`config.mk`:
```
export PLATFORM = sky130hd
export DESIGN_NAME = ammavg_ctrl
export DESIGN_NICKNAME = d
export VERILOG_FILES = /design/src/ammavg_pkg.sv /design/src/ammavg_ctrl.sv
export SDC_FILE = /design/constraint.sdc
export NUM_CORES = 1
export LEC_CHECK = 0
export ABC_CLOCK_PERIOD_IN_PS = 1100
export BUFFER_PORTS_ARGS = -buffer_cell sky130_fd_sc_hd__buf_2
export CELL_PAD_IN_SITES_DETAIL_PLACEMENT = 0
export CELL_PAD_IN_SITES_GLOBAL_PLACEMENT = 1
export CORE_MARGIN = 1
export CORE_UTILIZATION = 31
export DETAILED_ROUTE_END_ITERATION = 10
export PLACE_DENSITY = 0.75
export SLEW_MARGIN = 20
export SYNTH_ARGS = -nofsm -noshare
export SYNTH_HDL_FRONTEND = slang
export SYNTH_SLANG_ARGS = --single-unit
```
`constraint.sdc`:
```
create_clock -name aclk -period 1.1 [get_ports aclk]
set_input_delay 0.22 -clock aclk [delete_from_list [all_inputs] [get_ports aclk]]
set_output_delay 0.22 -clock aclk [all_outputs]
set_load 0.02 [all_outputs]
```
`src/ammavg_pkg.sv`:
```
// Shared types and constants of the magnitude moving-average core.
`default_nettype none
package ammavg_pkg;

    localparam int COMP_W   = 16;
    localparam int MAG_W    = 16;
    localparam int SQ_W     = 32;
    localparam int SUM_W    = 23;
    localparam int IN_W     = 3 * COMP_W;
    localparam int OUT_W    = 2 * MAG_W;

    // Root: one result bit per step.
    localparam int ROOT_STEPS = 16;
    localparam int STEP_W     = 4;

    localparam logic OP_ACCEL = 1'b0;
    localparam logic OP_OTHER = 1'b1;

    typedef struct packed {
        logic load_vec;
        logic square;
        logic init_root;
        logic root_step;
        logic update;
        logic div_step;
        logic out_load;
    } ammavg_cmd_t;

    typedef struct packed {
        logic out_free;
    } ammavg_status_t;

endpackage
`default_nettype wire

```
`src/ammavg_ctrl.sv`:
```
// Controller: sequences one event through square, root, window update and divide.
`default_nettype none
module ammavg_ctrl
    import ammavg_pkg::*;
(
    input  wire logic           aclk,
    input  wire logic           aresetn,
    input  wire logic           s_tvalid,
    output logic                s_tready,
    input  wire logic           s_tuser,
    input  wire ammavg_status_t status,
    output ammavg_cmd_t         cmd
);

    localparam logic [2:0] S_IDLE   = 3'd0;
    localparam logic [2:0] S_SQUARE = 3'd1;
    localparam logic [2:0] S_TOTAL  = 3'd2;
    localparam logic [2:0] S_ROOT   = 3'd3;
    localparam logic [2:0] S_UPDATE = 3'd4;
    localparam logic [2:0] S_DIVIDE = 3'd5;
    localparam logic [2:0] S_OUTPUT = 3'd6;

    logic [2:0]        state_reg, state_next;
    logic [STEP_W-1:0] step_reg, step_next;

    assign s_tready = (state_reg == S_IDLE);

    always_comb begin
        state_next = state_reg;
        step_next  = step_reg;
        cmd        = '0;
        case (state_reg)
            S_IDLE: begin
                if (s_tvalid) begin
                    cmd.load_vec = (s_tuser == OP_ACCEL);
                    state_next   = S_SQUARE;
                end
            end
            S_SQUARE: begin
                cmd.square = 1'b1;
                state_next = S_TOTAL;
            end
            S_TOTAL: begin
                cmd.init_root = 1'b1;
                step_next     = '0;
                state_next    = S_ROOT;
            end
            S_ROOT: begin
                cmd.root_step = 1'b1;
                if (step_reg == STEP_W'(ROOT_STEPS - 1)) begin
                    step_next  = '0;
                    state_next = S_UPDATE;
                end else begin
                    step_next = step_reg + 1'b1;
                end
            end
            S_UPDATE: begin
                cmd.update = 1'b1;
                state_next = S_DIVIDE;
            end
            S_DIVIDE: begin
                cmd.div_step = 1'b1;
                state_next   = S_OUTPUT;
            end
            S_OUTPUT: begin
                // Hold until the output register can take the word.
                if (status.out_free) begin
                    cmd.out_load = 1'b1;
                    state_next   = S_IDLE;
                end
            end
            default: begin
                state_next = S_IDLE;
            end
        endcase
    end

    always_ff @(posedge aclk) begin
        if (!aresetn) begin
            state_reg <= S_IDLE;
            step_reg  <= '0;
        end else begin
            state_reg <= state_next;
            step_reg  <= step_next;
        end
    end

endmodule
`default_nettype wire

```
==> metrics.txt <==
status=complete, but fails checks; violated checks=negative setup slack; worst r2r dst=step_reg[3]; Post-synth top cells=dfxtp_1, a21boi_0, nand2_1, a21oi_1; worst path required time=0.88 ns; drt first pass iters=1; Worst Hold Launch=s_tvalid; Layout area overhead=76.01%; CP Class=flip-flop to output port; pin count of the biggest net entering global routing=11; Hold Crit Class=input pin to flip-flop; die area=approximately 1600 µm²; post-route cell area=between 700 and 800 µm²; Initial Util=0.3327; Synth area leaders=dfxtp_1, a21boi_0, and3b_1, nand4b_1, a21oi_1; GRT overflow=0; FF+latch count, synth=7; Routability Congestion=0.7493; fill cell count=approximately 120; Worst-path clk slew=roughly 0.050 ns; Final Max Tran Viols=0; RSZ-0062 raised after global routing=true; Synth cell types=29; DRT iter0 DRCs=0; Placement Cell Area=about 560 µm²; PD cells=between 1000 and 1500 nW/µm²; hold path cells=3; WHS Endpoint=state_reg[1]; DRC=0; Top Ports=13; dpl hpwl=716.5 µm; vias=approximately 470; core area=around 1300 µm²; flip-flop count of the largest register after layout=4; Final Hold Fails=0; Data arrival, critical path=approximately 1.3 ns; Sink Count=7; H-tree lvl count=1; count leader, synth=dfxtp_1; Synth Net Count=55; Ant. Diodes=0; final setup fails=14; Mean Syn Cell Area=between 8 and 9 µm²; Routed wire per std cell=about 13 µm; cell accounting for the most synthesized area=dfxtp_1; Num CTS Buffers=3; Vert. Die Dim=slightly below 40 µm; RR Startpoint=state_reg[2]; Total GRT Usage=0.1616; Post-Syn Area=432.9 µm²; crit-path max FO=2; CTS max path bufs=2; number of instances in the placed design=80; Synth Warn #=0; Worst-Skew Late Latency=0.25 ns; crit start category=flip-flop; Worst R2R Path Depth=7; vias per std cell=5.187; setup slack, reg-to-reg=-0.25 ns; endpoint type of the worst setup path=output port; fmax=around 660 MHz; clock root buffer master=clkbuf_4; num rows=13; die width=approximately 39 µm; Seq/Total Area, Yosys=0.3237; hold_buf cts=0; synthesized instance count=49; Worst slew margin=0.8176; Max Cap Violations=0; Layout Cells excl Fill=91; area share of the largest cell type after synthesis=0.3237; fin nets=83; Post-synth EDFFs=0; final worst path period need=approximately 1.5 ns; proportion of layout cells with a drive suffix above 1=0.6053; Final WS setup=-0.4149 ns; first-pass GRT wire length=between 1500 and 2000 µm; Max VDD drop=approximately 560 µV; Fin Clk Skew=0.0008394 ns; period utilization=1.377; # port buffers=12; antenna violations before repair=0; Primary FF master, synth=dfxtp_1; Worst-Margin Slew=about 0.27 ns; Async S/R FF share, synth=0; antenna-violating nets left=0; Leak=0.3288 nW; Routed Wire Length=1212 µm; clock tree from TritonCTS=done; vias in the first global route=just under 400
where the power goes:
part	internal (W)	switching [W]	total [W]
clock	0.000139	0.0000978	0.000236
combinational	0.000133	0.000119	0.000253
sequential	0.000265	0.00000916	0.000274
total	0.000537	0.000226	0.000763
metal layers:
| metal | vias up | GRT usage | wire [µm] |
|---|---|---|---|
| li1 | 233 | - | - |
| met1 | 227 | 0.1959 | 509 |
| met2 | 10 | 0.2625 | 649 |
| met3 | 2 | 0.05682 | 42 |
| met4 | 0 | 0.05172 | 11 |
| met5 | - | 0 | 0 |
layout make-up:
class | count | area, µm² | share of cell area
inverter | 1 | 3.754 | 0.004926
timing repair buffer | 27 | 245.2 | 0.3218
tap | 15 | 18.77 | 0.02463
sequential | 7 | 143.9 | 0.1888
clock buffer | 4 | 26.28 | 0.03448
multi-input combinational | 37 | 324.1 | 0.4253
metrics by stage:
| step | setup slack (ns) | TNS [ns] | total power [W] | utilization | hold slack (ns) |
|---|---|---|---|---|---|
| 6_report | -0.4149 | -3.499 | 0.0007634 | 0.5856 | 0.2825 |
| 5_1_grt | -0.4607 | -4.182 | 0.0008058 | 0.5856 | 0.2908 |
| 4_1_cts | -0.4190 | -2.694 | 0.0007515 | 0.5288 | 0.2704 |
| 3_5_place_dp | -0.1835 | -1.073 | 0.0004495 | 0.4327 | 0.4814 |
| 3_3_place_gp | -0.1601 | -0.8532 | 0.0004477 | 0.4327 | 0.4728 |
| 2_1_floorplan | -0.2251 | -0.4759 | 0.0003880 | - | 0.3463 |
worst max path at each step:
stage               slack, ns      to         start
floorplan               -0.23  cmd[6]  state_reg[2]
global placement        -0.16  cmd[6]  state_reg[0]
detailed placement      -0.18  cmd[6]  state_reg[0]
CTS                     -0.42  cmd[6]  state_reg[2]
global route            -0.46  cmd[6]  state_reg[2]
finish                  -0.41  cmd[6]  state_reg[2]
critical path: stages, from the launching register on:
cell	delay (ns)
dfxtp_2	0.32
or3_4	0.39
nor3b_4	0.19
buf_6	0.14
cell families (layout without fill, tap and decap cells):
kind of cell / after synthesis / in the layout / synth area share
fa+ha+maj: 1 / 1 / 0.02890
buf+inv: 5 / 32 / 0.07223
mux: 1 / 1 / 0.02312
flops: 7 / 7 / 0.3237
compound gates: 12 / 12 / 0.1850
simple gates: 23 / 23 / 0.3671
layout by cell type, fill, tap and decap left out, types with 2 or more instances in the layout:
master	n
buf_6	14
buf_4	9
nand2_1	4
buf_2	4
dfxtp_1	4
clkbuf_4	3
dfxtp_2	3
nor3b_4	2
nand4b_1	2
nand3_1	2
nand3b_1	2
a21boi_1	2
a21oi_2	2
o21ai_0	2
repair_timing:
action                                  in CTS  in global routing
resized for setup                           23                 15
setup buffers                                5                  1
hold endpoints to repair                     0                  0
pin swaps                                    4                  4
endpoints found under the setup margin      14                 14
cloned                                       0                  1
Power figures use the tool's default switching activity.
